$ cat src/sv/el_pkg.sv
package el_pkg;

	localparam int POS_BITS = 13;
	localparam int NRES     = 3;

	// result kinds
	localparam logic [1:0] KIND_VAL  = 2'd0;
	localparam logic [1:0] KIND_DONE = 2'd1;
	localparam logic [1:0] KIND_ERR  = 2'd2;

	// error codes
	localparam logic [1:0] ERR_NONE  = 2'd0;
	localparam logic [1:0] ERR_CHAR  = 2'd1;
	localparam logic [1:0] ERR_UNTRM = 2'd2;

	// token types
	localparam logic [4:0] TT_NUMBER = 5'd0;
	localparam logic [4:0] TT_IDENT  = 5'd1;
	localparam logic [4:0] TT_STRING = 5'd2;
	localparam logic [4:0] TT_EQEQ   = 5'd3;
	localparam logic [4:0] TT_NEQ    = 5'd4;
	localparam logic [4:0] TT_GEQ    = 5'd5;
	localparam logic [4:0] TT_LEQ    = 5'd6;
	localparam logic [4:0] TT_ANDAND = 5'd7;
	localparam logic [4:0] TT_OROR   = 5'd8;
	localparam logic [4:0] TT_DOT    = 5'd19;
	localparam logic [4:0] TT_END    = 5'd24;
	localparam logic [4:0] TT_NONE   = 5'd0;

	// characters with a role of their own
	localparam logic [7:0] CH_NUL    = 8'h00;
	localparam logic [7:0] CH_DOT    = 8'h2E;
	localparam logic [7:0] CH_BSLASH = 8'h5C;
	localparam logic [7:0] CH_DQUOTE = 8'h22;
	localparam logic [7:0] CH_SQUOTE = 8'h27;
	localparam logic [7:0] CH_EQ     = 8'h3D;
	localparam logic [7:0] CH_AMP    = 8'h26;
	localparam logic [7:0] CH_PIPE   = 8'h7C;
	localparam logic [7:0] CH_UNDER  = 8'h5F;

	typedef struct packed {
		logic [1:0]          kind;
		logic [4:0]          ttype;
		logic [7:0]          value;
		logic [POS_BITS-1:0] pos;
		logic [1:0]          err;
		logic                last;
	} res_t;

	// all results of one character
	typedef struct packed {
		res_t [NRES-1:0] item;
		logic [1:0]      count;
	} lex_out_t;

	function automatic res_t mk_res(logic [1:0] kind, logic [4:0] ttype, logic [7:0] value,
		logic [POS_BITS-1:0] pos, logic [1:0] err);
		res_t r;
		r.kind  = kind;
		r.ttype = ttype;
		r.value = value;
		r.pos   = pos;
		r.err   = err;
		r.last  = 1'b0;
		return r;
	endfunction

	function automatic logic is_dig(logic [7:0] c);
		return (c >= 8'h30) && (c <= 8'h39);
	endfunction

	function automatic logic is_alp(logic [7:0] c);
		return ((c >= 8'h61) && (c <= 8'h7A)) || ((c >= 8'h41) && (c <= 8'h5A));
	endfunction

	function automatic logic is_idc(logic [7:0] c);
		return is_alp(c) || is_dig(c) || (c == CH_UNDER);
	endfunction

	function automatic logic is_ws(logic [7:0] c);
		return (c == 8'h20) || (c == 8'h09) || (c == 8'h0A) || (c == 8'h0D);
	endfunction

	function automatic logic [4:0] single_type(logic [7:0] c);
		logic [4:0] t;
		unique case (c)
			8'h2B: t = 5'd9;   // +
			8'h2D: t = 5'd10;  // -
			8'h2A: t = 5'd11;  // *
			8'h2F: t = 5'd12;  // /
			8'h25: t = 5'd13;  // %
			8'h3E: t = 5'd14;  // >
			8'h3C: t = 5'd15;  // <
			8'h21: t = 5'd16;  // !
			8'h28: t = 5'd17;  // (
			8'h29: t = 5'd18;  // )
			8'h2E: t = TT_DOT; // .
			8'h7C: t = 5'd20;  // |
			8'h3A: t = 5'd21;  // :
			8'h2C: t = 5'd22;  // ,
			8'h3F: t = 5'd23;  // ?
			default: t = TT_NONE;
		endcase
		return t;
	endfunction

	// second character of a two-character operator, zero if none
	function automatic logic [7:0] pair_second(logic [7:0] c);
		logic [7:0] s;
		unique case (c)
			CH_EQ, 8'h21, 8'h3E, 8'h3C: s = CH_EQ;
			CH_AMP:                     s = CH_AMP;
			CH_PIPE:                    s = CH_PIPE;
			default:                    s = CH_NUL;
		endcase
		return s;
	endfunction

	function automatic logic [4:0] pair_type(logic [7:0] c);
		logic [4:0] t;
		unique case (c)
			CH_EQ:   t = TT_EQEQ;
			8'h21:   t = TT_NEQ;
			8'h3E:   t = TT_GEQ;
			8'h3C:   t = TT_LEQ;
			CH_AMP:  t = TT_ANDAND;
			default: t = TT_OROR;
		endcase
		return t;
	endfunction

	function automatic logic [7:0] decode_escape(logic [7:0] c);
		logic [7:0] d;
		unique case (c)
			8'h6E:   d = 8'h0A; // n
			8'h74:   d = 8'h09; // t
			8'h72:   d = 8'h0D; // r
			default: d = c;
		endcase
		return d;
	endfunction

endpackage

$ cat src/sv/el_lex.sv
module el_lex
	import el_pkg::*;
#(
	parameter int MAX_EXPR_LEN = 4096
) (
	input  logic       clk,
	input  logic       arst_n,
	input  logic       advance,
	input  logic [7:0] in_char,
	input  logic       in_end,
	output lex_out_t   lex_out
);

	localparam int POS_W = $clog2(MAX_EXPR_LEN + 1);
	localparam logic [POS_W-1:0] MAX_POS = POS_W'(MAX_EXPR_LEN);

	typedef enum logic [3:0] {
		M_IDLE, M_INT, M_NUMDOT, M_FRAC, M_DOTSTRT,
		M_IDENT, M_STR, M_STRESC, M_OPPEND, M_ERROR
	} mode_t;

	mode_t               mode_q, nx_mode;
	logic [7:0]          pend_q, nx_pend;
	logic                qdbl_q, nx_qdbl;
	logic [POS_BITS-1:0] tstart_q, nx_tstart;
	logic [POS_W-1:0]    cpos_q, nx_cpos;

	res_t [NRES-1:0]     res;
	logic [1:0]          n;
	logic                restart;
	logic                ok;
	logic [7:0]          quote;
	logic [POS_BITS-1:0] p13;
	logic [POS_BITS-1:0] prev13;
	logic [4:0]          st;

	always_ff @(posedge clk or negedge arst_n) begin
		if (!arst_n) begin
			mode_q   <= M_IDLE;
			pend_q   <= '0;
			qdbl_q   <= 1'b0;
			tstart_q <= '0;
			cpos_q   <= '0;
		end else if (advance) begin
			mode_q   <= nx_mode;
			pend_q   <= nx_pend;
			qdbl_q   <= nx_qdbl;
			tstart_q <= nx_tstart;
			cpos_q   <= nx_cpos;
		end
	end

	always_comb begin
		nx_mode   = mode_q;
		nx_pend   = pend_q;
		nx_qdbl   = qdbl_q;
		nx_tstart = tstart_q;
		nx_cpos   = cpos_q;
		res       = '0;
		n         = '0;
		restart   = 1'b0;
		ok        = 1'b1;
		quote     = qdbl_q ? CH_DQUOTE : CH_SQUOTE;
		p13       = POS_BITS'(cpos_q);
		prev13    = (cpos_q != '0) ? POS_BITS'(cpos_q - 1'b1) : '0;
		st        = single_type(pend_q);

		if (in_end) begin
			unique case (mode_q)
				M_IDLE: ;
				M_INT, M_FRAC: begin
					res[n] = mk_res(KIND_DONE, TT_NUMBER, 8'h00, tstart_q, ERR_NONE); n = n + 2'd1;
				end
				M_NUMDOT: begin
					res[n] = mk_res(KIND_DONE, TT_NUMBER, 8'h00, tstart_q, ERR_NONE); n = n + 2'd1;
					res[n] = mk_res(KIND_DONE, TT_DOT, 8'h00, prev13, ERR_NONE); n = n + 2'd1;
				end
				M_DOTSTRT: begin
					res[n] = mk_res(KIND_DONE, TT_DOT, 8'h00, tstart_q, ERR_NONE); n = n + 2'd1;
				end
				M_IDENT: begin
					res[n] = mk_res(KIND_DONE, TT_IDENT, 8'h00, tstart_q, ERR_NONE); n = n + 2'd1;
				end
				M_STR: begin
					res[n] = mk_res(KIND_ERR, TT_NONE, 8'h00, p13, ERR_UNTRM); n = n + 2'd1;
					ok = 1'b0;
				end
				M_STRESC: begin
					res[n] = mk_res(KIND_VAL, TT_STRING, CH_BSLASH, tstart_q, ERR_NONE); n = n + 2'd1;
					res[n] = mk_res(KIND_ERR, TT_NONE, 8'h00, p13, ERR_UNTRM); n = n + 2'd1;
					ok = 1'b0;
				end
				M_OPPEND: begin
					if (st == TT_NONE) begin
						res[n] = mk_res(KIND_ERR, TT_NONE, 8'h00, tstart_q, ERR_CHAR); n = n + 2'd1;
						ok = 1'b0;
					end else begin
						res[n] = mk_res(KIND_DONE, st, 8'h00, tstart_q, ERR_NONE); n = n + 2'd1;
					end
				end
				default: ok = 1'b0;
			endcase
			if (ok) begin
				res[n] = mk_res(KIND_DONE, TT_END, 8'h00, p13, ERR_NONE); n = n + 2'd1;
			end
			// end of expression clears everything
			nx_mode   = M_IDLE;
			nx_pend   = '0;
			nx_qdbl   = 1'b0;
			nx_tstart = '0;
			nx_cpos   = '0;
		end else begin
			unique case (mode_q)
				M_IDLE: restart = 1'b1;
				M_INT: begin
					if (is_dig(in_char)) begin
						res[n] = mk_res(KIND_VAL, TT_NUMBER, in_char, tstart_q, ERR_NONE); n = n + 2'd1;
					end else if (in_char == CH_DOT) begin
						nx_mode = M_NUMDOT;
					end else begin
						res[n] = mk_res(KIND_DONE, TT_NUMBER, 8'h00, tstart_q, ERR_NONE); n = n + 2'd1;
						restart = 1'b1;
					end
				end
				M_NUMDOT: begin
					if (is_dig(in_char)) begin
						res[n] = mk_res(KIND_VAL, TT_NUMBER, CH_DOT, tstart_q, ERR_NONE); n = n + 2'd1;
						res[n] = mk_res(KIND_VAL, TT_NUMBER, in_char, tstart_q, ERR_NONE); n = n + 2'd1;
						nx_mode = M_FRAC;
					end else begin
						res[n] = mk_res(KIND_DONE, TT_NUMBER, 8'h00, tstart_q, ERR_NONE); n = n + 2'd1;
						res[n] = mk_res(KIND_DONE, TT_DOT, 8'h00, prev13, ERR_NONE); n = n + 2'd1;
						restart = 1'b1;
					end
				end
				M_FRAC: begin
					if (is_dig(in_char)) begin
						res[n] = mk_res(KIND_VAL, TT_NUMBER, in_char, tstart_q, ERR_NONE); n = n + 2'd1;
					end else begin
						res[n] = mk_res(KIND_DONE, TT_NUMBER, 8'h00, tstart_q, ERR_NONE); n = n + 2'd1;
						restart = 1'b1;
					end
				end
				M_DOTSTRT: begin
					if (is_dig(in_char)) begin
						res[n] = mk_res(KIND_VAL, TT_NUMBER, CH_DOT, tstart_q, ERR_NONE); n = n + 2'd1;
						res[n] = mk_res(KIND_VAL, TT_NUMBER, in_char, tstart_q, ERR_NONE); n = n + 2'd1;
						nx_mode = M_FRAC;
					end else begin
						res[n] = mk_res(KIND_DONE, TT_DOT, 8'h00, tstart_q, ERR_NONE); n = n + 2'd1;
						restart = 1'b1;
					end
				end
				M_IDENT: begin
					if (is_idc(in_char)) begin
						res[n] = mk_res(KIND_VAL, TT_IDENT, in_char, tstart_q, ERR_NONE); n = n + 2'd1;
					end else begin
						res[n] = mk_res(KIND_DONE, TT_IDENT, 8'h00, tstart_q, ERR_NONE); n = n + 2'd1;
						restart = 1'b1;
					end
				end
				M_STR: begin
					if (in_char == CH_NUL) begin
						res[n] = mk_res(KIND_ERR, TT_NONE, 8'h00, p13, ERR_UNTRM); n = n + 2'd1;
						nx_mode = M_ERROR;
					end else if (in_char == quote) begin
						res[n] = mk_res(KIND_DONE, TT_STRING, 8'h00, tstart_q, ERR_NONE); n = n + 2'd1;
						nx_mode = M_IDLE;
					end else if (in_char == CH_BSLASH) begin
						nx_mode = M_STRESC;
					end else begin
						res[n] = mk_res(KIND_VAL, TT_STRING, in_char, tstart_q, ERR_NONE); n = n + 2'd1;
					end
				end
				M_STRESC: begin
					if (in_char == CH_NUL) begin
						res[n] = mk_res(KIND_VAL, TT_STRING, CH_BSLASH, tstart_q, ERR_NONE); n = n + 2'd1;
						res[n] = mk_res(KIND_ERR, TT_NONE, 8'h00, p13, ERR_UNTRM); n = n + 2'd1;
						nx_mode = M_ERROR;
					end else begin
						res[n] = mk_res(KIND_VAL, TT_STRING, decode_escape(in_char), tstart_q,
							ERR_NONE);
						n = n + 2'd1;
						nx_mode = M_STR;
					end
				end
				M_OPPEND: begin
					if (in_char == pair_second(pend_q)) begin
						res[n] = mk_res(KIND_DONE, pair_type(pend_q), 8'h00, tstart_q, ERR_NONE);
						n = n + 2'd1;
						nx_mode = M_IDLE;
					end else if (st == TT_NONE) begin
						// lone '=' or '&'
						res[n] = mk_res(KIND_ERR, TT_NONE, 8'h00, tstart_q, ERR_CHAR); n = n + 2'd1;
						nx_mode = M_ERROR;
					end else begin
						res[n] = mk_res(KIND_DONE, st, 8'h00, tstart_q, ERR_NONE); n = n + 2'd1;
						restart = 1'b1;
					end
				end
				default: ;
			endcase

			// first character of a new token
			if (restart) begin
				nx_mode = M_IDLE;
				if (!is_ws(in_char)) begin
					nx_tstart = p13;
					if (is_dig(in_char)) begin
						res[n] = mk_res(KIND_VAL, TT_NUMBER, in_char, p13, ERR_NONE); n = n + 2'd1;
						nx_mode = M_INT;
					end else if (in_char == CH_DOT) begin
						nx_mode = M_DOTSTRT;
					end else if (is_alp(in_char) || (in_char == CH_UNDER)) begin
						res[n] = mk_res(KIND_VAL, TT_IDENT, in_char, p13, ERR_NONE); n = n + 2'd1;
						nx_mode = M_IDENT;
					end else if ((in_char == CH_DQUOTE) || (in_char == CH_SQUOTE)) begin
						nx_qdbl = (in_char == CH_DQUOTE);
						nx_mode = M_STR;
					end else if (pair_second(in_char) != CH_NUL) begin
						nx_pend = in_char;
						nx_mode = M_OPPEND;
					end else if (single_type(in_char) == TT_NONE) begin
						res[n] = mk_res(KIND_ERR, TT_NONE, 8'h00, p13, ERR_CHAR); n = n + 2'd1;
						nx_mode = M_ERROR;
					end else begin
						res[n] = mk_res(KIND_DONE, single_type(in_char), 8'h00, p13, ERR_NONE);
						n = n + 2'd1;
					end
				end
			end

			// position saturates at the length limit
			if (cpos_q < MAX_POS) begin
				nx_cpos = cpos_q + 1'b1;
			end
		end

		if (n != 2'd0) begin
			res[n - 2'd1].last = 1'b1;
		end
	end

	assign lex_out.item  = res;
	assign lex_out.count = n;

endmodule

$ cat src/sv/el_obuf.sv
module el_obuf
	import el_pkg::*;
(
	input  logic     clk,
	input  logic     arst_n,
	input  logic     load,
	input  lex_out_t lex_out,
	input  logic     ready,
	output logic     valid,
	output res_t     head,
	output logic     room
);

	localparam int DEPTH = NRES + 1;

	res_t [DEPTH-1:0] slot_q;
	res_t [DEPTH-1:0] nx_slot;
	logic [2:0]       cnt_q;
	logic [2:0]       base;
	logic [2:0]       k;
	logic             pop;

	assign valid = (cnt_q != 3'd0);
	assign head  = slot_q[0];
	// room for a full set of results whether or not the head leaves
	assign room  = (cnt_q <= 3'd1);
	assign pop   = valid && ready;
	assign base  = cnt_q - {2'b00, pop};

	always_comb begin
		for (int j = 0; j < DEPTH; j++) begin
			if (pop && (j < DEPTH - 1)) begin
				nx_slot[j] = slot_q[j + 1];
			end else begin
				nx_slot[j] = slot_q[j];
			end
			k = 3'(j) - base;
			if (load && (3'(j) >= base) && (k < {1'b0, lex_out.count})) begin
				nx_slot[j] = lex_out.item[k[1:0]];
			end
		end
	end

	always_ff @(posedge clk) begin
		slot_q <= nx_slot;
	end

	always_ff @(posedge clk or negedge arst_n) begin
		if (!arst_n) begin
			cnt_q <= '0;
		end else begin
			cnt_q <= base + (load ? {1'b0, lex_out.count} : 3'd0);
		end
	end

endmodule

$ cat src/sv/expression_lexer_top.sv
// an input transfer is held in the input stage until the output queue has room;
//   its results are then registered into the queue, whose head drives the output port
// throughput: one input item per cycle while each item yields at most one result and
//   m_tready stays high; an item with more results makes the next wait for queue room
// the four-entry output queue (one result leaves per cycle if ready) sets the sustained rate
// reset: arst_n clears the lexer state, input stage and output queue at once, no sweep
module expression_lexer_top
	import el_pkg::*;
#(
	parameter int MAX_EXPR_LEN = 4096
) (
	input  logic        clk,
	input  logic        arst_n,
	// input character stream
	input  logic        s_tvalid,
	output logic        s_tready,
	input  logic [7:0]  s_tdata,  // [7:0] char_byte
	input  logic        s_tuser,  // [0] is_end
	// result stream
	output logic        m_tvalid,
	input  logic        m_tready,
	output logic [31:0] m_tdata,  // [4:0] token_type, [12:5] value_byte,
	                              // [25:13] token position, [27:26] error_code, rest zero
	output logic [1:0]  m_tuser,  // [1:0] out_kind
	output logic        m_tlast   // last result of one input item
);

	// input stage
	logic       v_s1;
	logic [7:0] char_s1;
	logic       end_s1;

	logic       room;
	logic       advance;
	lex_out_t   lex_out;
	res_t       head;

	// the lexer takes the held item only when the queue can absorb all its results;
	// the decision looks at the queue fill alone, so m_tready never reaches s_tready
	assign advance  = v_s1 && room;
	assign s_tready = !v_s1 || room;

	always_ff @(posedge clk or negedge arst_n) begin
		if (!arst_n) begin
			v_s1 <= 1'b0;
		end else if (s_tvalid && s_tready) begin
			v_s1 <= 1'b1;
		end else if (advance) begin
			v_s1 <= 1'b0;
		end
	end

	// payload of the input stage, loaded on every input transfer
	always_ff @(posedge clk) begin
		if (s_tvalid && s_tready) begin
			char_s1 <= s_tdata;
			end_s1  <= s_tuser;
		end
	end

	// lexer state and per-character result logic
	el_lex #(
		.MAX_EXPR_LEN(MAX_EXPR_LEN)
	) u_lex (
		.clk     (clk),
		.arst_n  (arst_n),
		.advance (advance),
		.in_char (char_s1),
		.in_end  (end_s1),
		.lex_out (lex_out)
	);

	// result queue, head drives the output port
	el_obuf u_obuf (
		.clk     (clk),
		.arst_n  (arst_n),
		.load    (advance),
		.lex_out (lex_out),
		.ready   (m_tready),
		.valid   (m_tvalid),
		.head    (head),
		.room    (room)
	);

	assign m_tdata = {4'b0000, head.err, head.pos, head.value, head.ttype};
	assign m_tuser = head.kind;
	assign m_tlast = head.last;

endmodule

$ cat config.mk
export PLATFORM = sky130hd
export DESIGN_NAME = expression_lexer_top
export DESIGN_NICKNAME = d
export VERILOG_FILES = /design/src/sv/el_pkg.sv /design/src/sv/el_lex.sv /design/src/sv/el_obuf.sv /design/src/sv/expression_lexer_top.sv
export SDC_FILE = /design/constraint.sdc
export NUM_CORES = 1
export LEC_CHECK = 0
export ABC_AREA = 1
export BUFFER_PORTS_ARGS = -buffer_cell sky130_fd_sc_hd__buf_4
export CORE_ASPECT_RATIO = 1.5
export CORE_MARGIN = 10
export CORE_UTILIZATION = 40
export DETAILED_ROUTE_END_ITERATION = 10
export PLACE_DENSITY_LB_ADDON = 0.15
export SLEW_MARGIN = 5
export SYNTH_ARGS = -nofsm -noshare
export SYNTH_HDL_FRONTEND = slang
export SYNTH_SLANG_ARGS = --single-unit
$ cat constraint.sdc
create_clock -name clk -period 6.8 [get_ports clk]
set_input_delay 0 -clock clk [delete_from_list [all_inputs] [get_ports clk]]
set_output_delay 0 -clock clk [all_outputs]
set_load 0.02 [all_outputs]
==> run summary <==
drc violations -> 0
Synth Register Bits -> 176
post-synthesis simple-gate area fraction -> 0.3911
clock root cell -> clkbuf_16
most frequent cells in the layout -> nand2_1 (654), nand3_1 (263), nor2_1 (241), inv_1 (155), edfxtp_1 (133)
register area -> 0.005070 mm2
post-synthesis mux area share -> 0
dpl ws -> 1.174 ns
EDFF count, synth -> 133
Initial Util -> 0.4040
diode count -> 0
DR vias -> 15,258
CTS clk-pin slew, worst paths -> 0.09 ns
Routed WL -> 55,060 um
post-synthesis adder-cell area fraction -> 0.01913
setup violators final -> 0
Unique masters post-synth -> 65
main combinational cell family by area after synthesis -> simple AND/OR/NAND/NOR gates
CP arrival -> 6.06 ns
Worst VDD drop -> 0.0005628 V
Final nets -> 2,180
total negative slack -> 0 ns
gpl congestion -> 1.034
WL/cell -> 20.84 um
max-cap violations -> 0
worst setup path category -> flop to flop
slew margin rel. -> 0.1553
Crit. End Element -> flop
core area -> 0.03659 mm2
Area Growth Syn to Fin -> 6.941%
fin crit period -> 5.846 ns
clock skew -> 0.02701 ns
number of post-CTS setup repair buffers -> 0
worst setup margin -> 0.9543 ns
H-tree depth -> 4
clk_lat worst skew -> 0.48 ns
row count -> 86
Clock Tree Buf Depth -> 2
Gate Count Post-Synth -> 2,199
reg-to-reg setup timing slack -> 0.95 ns
post-synthesis area per instance -> 6.722 um2
1st-iter DRT viols -> 1,526
most used flip-flop cell after synthesis -> edfxtp_1
Fillers -> 3,953
FF-to-FF Start -> char_s1[1]$_DFFE_PP_
layout cells sized above 1 -> 0.08017
fin area -> 0.01581 mm2
LEAKAGE -> 7.027 nW
worst-margin pin slew -> 1.267 ns
f_max -> 0.1711 GHz
largest net degree at the start of global routing -> 88
Synth Area in Compound Gates -> 0.1387
port bufs -> 45
CP Launch Type -> flop
Tot GR Track Use -> 0.2390
status -> finished clean
XOR/XNOR Fraction of Synth Area -> 0.005333
Num CTS Buffers -> 17
Util after Layout -> 0.4321
first-pass GRT wire length -> 85,430 um
TritonCTS clock tree -> built
Via density -> 5.775
Die Width -> 177.0 um
Die ar. -> 0.04520 mm2
drt first pass iters -> 5
Cell Area, Placed -> 0.01508 mm2
commonest non-fill, non-tap cell in the layout -> nand2_1
Ports -> 50
Setup crit start -> char_s1[1]$_DFFE_PP_
total grt overflow -> 0
RSZ-0062 raised after global routing -> no
HP Class -> input pin to async pin
multi-input logic area -> 0.008227 mm2
crit path max fanout -> 31
sequential share of the synthesized area -> 0.3430
Post-Syn Area -> 0.01478 mm2
crit share post-route -> 0.8597
DP HPWL -> 40,760 um
vias in the first global route -> 13,929
fraction of registers with async set/reset -> 0.2443
ANT nets after route -> 0
Die Ht -> 255.4 um
Yosys warning total -> 0
CTS sink cnt -> 176
antenna violations before repair -> 0
Fin. Hold Viols -> 0
Worst Path Required -> 7.01 ns
PwrDens -> 528.1 mW/mm2
fin. max-slew vios -> 0
-- flip-flops by register name (all words and copies together), names as in the netlist --
| register | count |
|---|---|
| u_obuf.head | 31 |
| u_obuf.cnt_q | 3 |
| u_obuf.slot_q | 93 |
| u_lex.tstart_q | 13 |
| u_lex.qdbl_q | 1 |
| u_lex.cpos_q | 13 |
| char_s1 | 8 |
| u_lex.pend_q | 8 |
| v_s1 | 1 |
| u_lex.mode_q | 4 |
| end_s1 | 1 |
-- worst paths after layout --
path	cells past startpoint	endpoint
worst max-delay path	26	u_obuf.slot_q[85]$_DFFE_PP_
worst min-delay path	2	u_lex.cpos_q[0]$_DFFE_PN0P_
worst max register to register	26	u_obuf.slot_q[85]$_DFFE_PP_
worst min register to register	2	u_obuf.slot_q[36]$_DFFE_PP_
max in group asynchronous	2	u_obuf.cnt_q[1]$_DFF_PN0_
min in group clk	2	char_s1[0]$_DFFE_PP_
-- synth_stat cells, drive strengths merged, types with 3 or more instances --
| library cell | instances | area, um2 |
|---|---|---|
| a211oi | 4 | 30.03 |
| nor4 | 7 | 65.06 |
| a32o | 5 | 50.05 |
| ha | 21 | 262.8 |
| nor2 | 259 | 1051 |
| a31oi | 5 | 31.28 |
| nand3 | 271 | 1411 |
| nand4 | 58 | 362.9 |
| nand2 | 672 | 2597 |
| o21ai | 150 | 750.7 |
| o221ai | 18 | 157.7 |
| edfxtp | 133 | 3994 |
| o31ai | 12 | 90.09 |
| clkinv | 10 | 38.78 |
| or2 | 3 | 18.78 |
| clkbuf | 53 | 198.9 |
| buf | 99 | 629.3 |
| dfrtp | 43 | 1076 |
| a21oi | 77 | 400.4 |
| nor3 | 33 | 180.2 |
| o2111ai | 4 | 35.03 |
| o211ai | 35 | 267.8 |
| inv | 171 | 646.9 |
| nand3b | 8 | 60.06 |
| xor2 | 7 | 61.31 |
| o22ai | 20 | 125.1 |
-- repair_timing --
| item | CTS | global route |
|---|---|---|
| hold endpoints to repair | 53 | 0 |
| gates resized for setup | 0 | 0 |
| hold buffers | 11 | 0 |
-- report_power, final --
| group | switching, mW | internal [mW] | total (mW) |
|---|---|---|---|
| combinational | 4.10 | 1.41 | 5.51 |
| clock | 0.527 | 0.532 | 1.06 |
| sequential | 0.142 | 1.64 | 1.78 |
-- stage by stage --
stage               cells  hold WS, ns  power [mW]
CTS                  2642       0.1293       8.266
global placement     2599      0.08099       7.181
floorplan            2202      -0.2956       5.725
global route         2642       0.1502       8.972
finish               2642       0.1033       8.349
detailed placement   2599      0.09286       7.184
-- cell type report --
cell class	instances	share of cell area
inverter	181	0.04337
tap	484	0.03831
clock buffer	17	0.02691
clock inverter	15	0.01243
timing repair buffer	76	0.03783
multi-input combinational	1693	0.5204
sequential	176	0.3207
-- metal layers --
metal  wire length (um)  vias to the layer above  GRT usage
li1                   -                     7314          -
met1              23560                     7121     0.3260
met2              25450                      729     0.3721
met3               4274                       94    0.03971
met4               1772                        0    0.08359
met5                  0                        -          0
-- critical path, cell delays in order, from the launching register on --
cell	delay, ns
edfxtp_1	0.65
inv_1	0.30
nor2_1	0.16
o21ai_1	0.10
nand3_1	0.46
inv_1	0.31
nor3_2	0.41
inv_1	0.08
ha_1	0.28
nand2_1	0.07
nand2_1	0.06
nand2_1	0.07
nand2_1	0.05
nand2_1	0.05
nand2_1	0.05
nand2_1	0.05
nand2_1	0.05
nand2_1	0.05
nand2_1	0.07
nand2_1	0.13
nand2_2	0.16
ha_1	0.25
a2111oi_0	0.51
a21boi_4	0.91
nand2_1	0.09
o21ai_0	0.12
inv_1	0.05
-- cell families (layout without fill, tap and decap cells) --
logic type	count (synthesis)	in the layout
xor+xnor	9	9
buf+inv	333	289
compound gates	342	342
simple gates	1316	1316
other cells	1	4
flops	176	176
fa+ha+maj	22	22
Power figures use the tool's default switching activity.
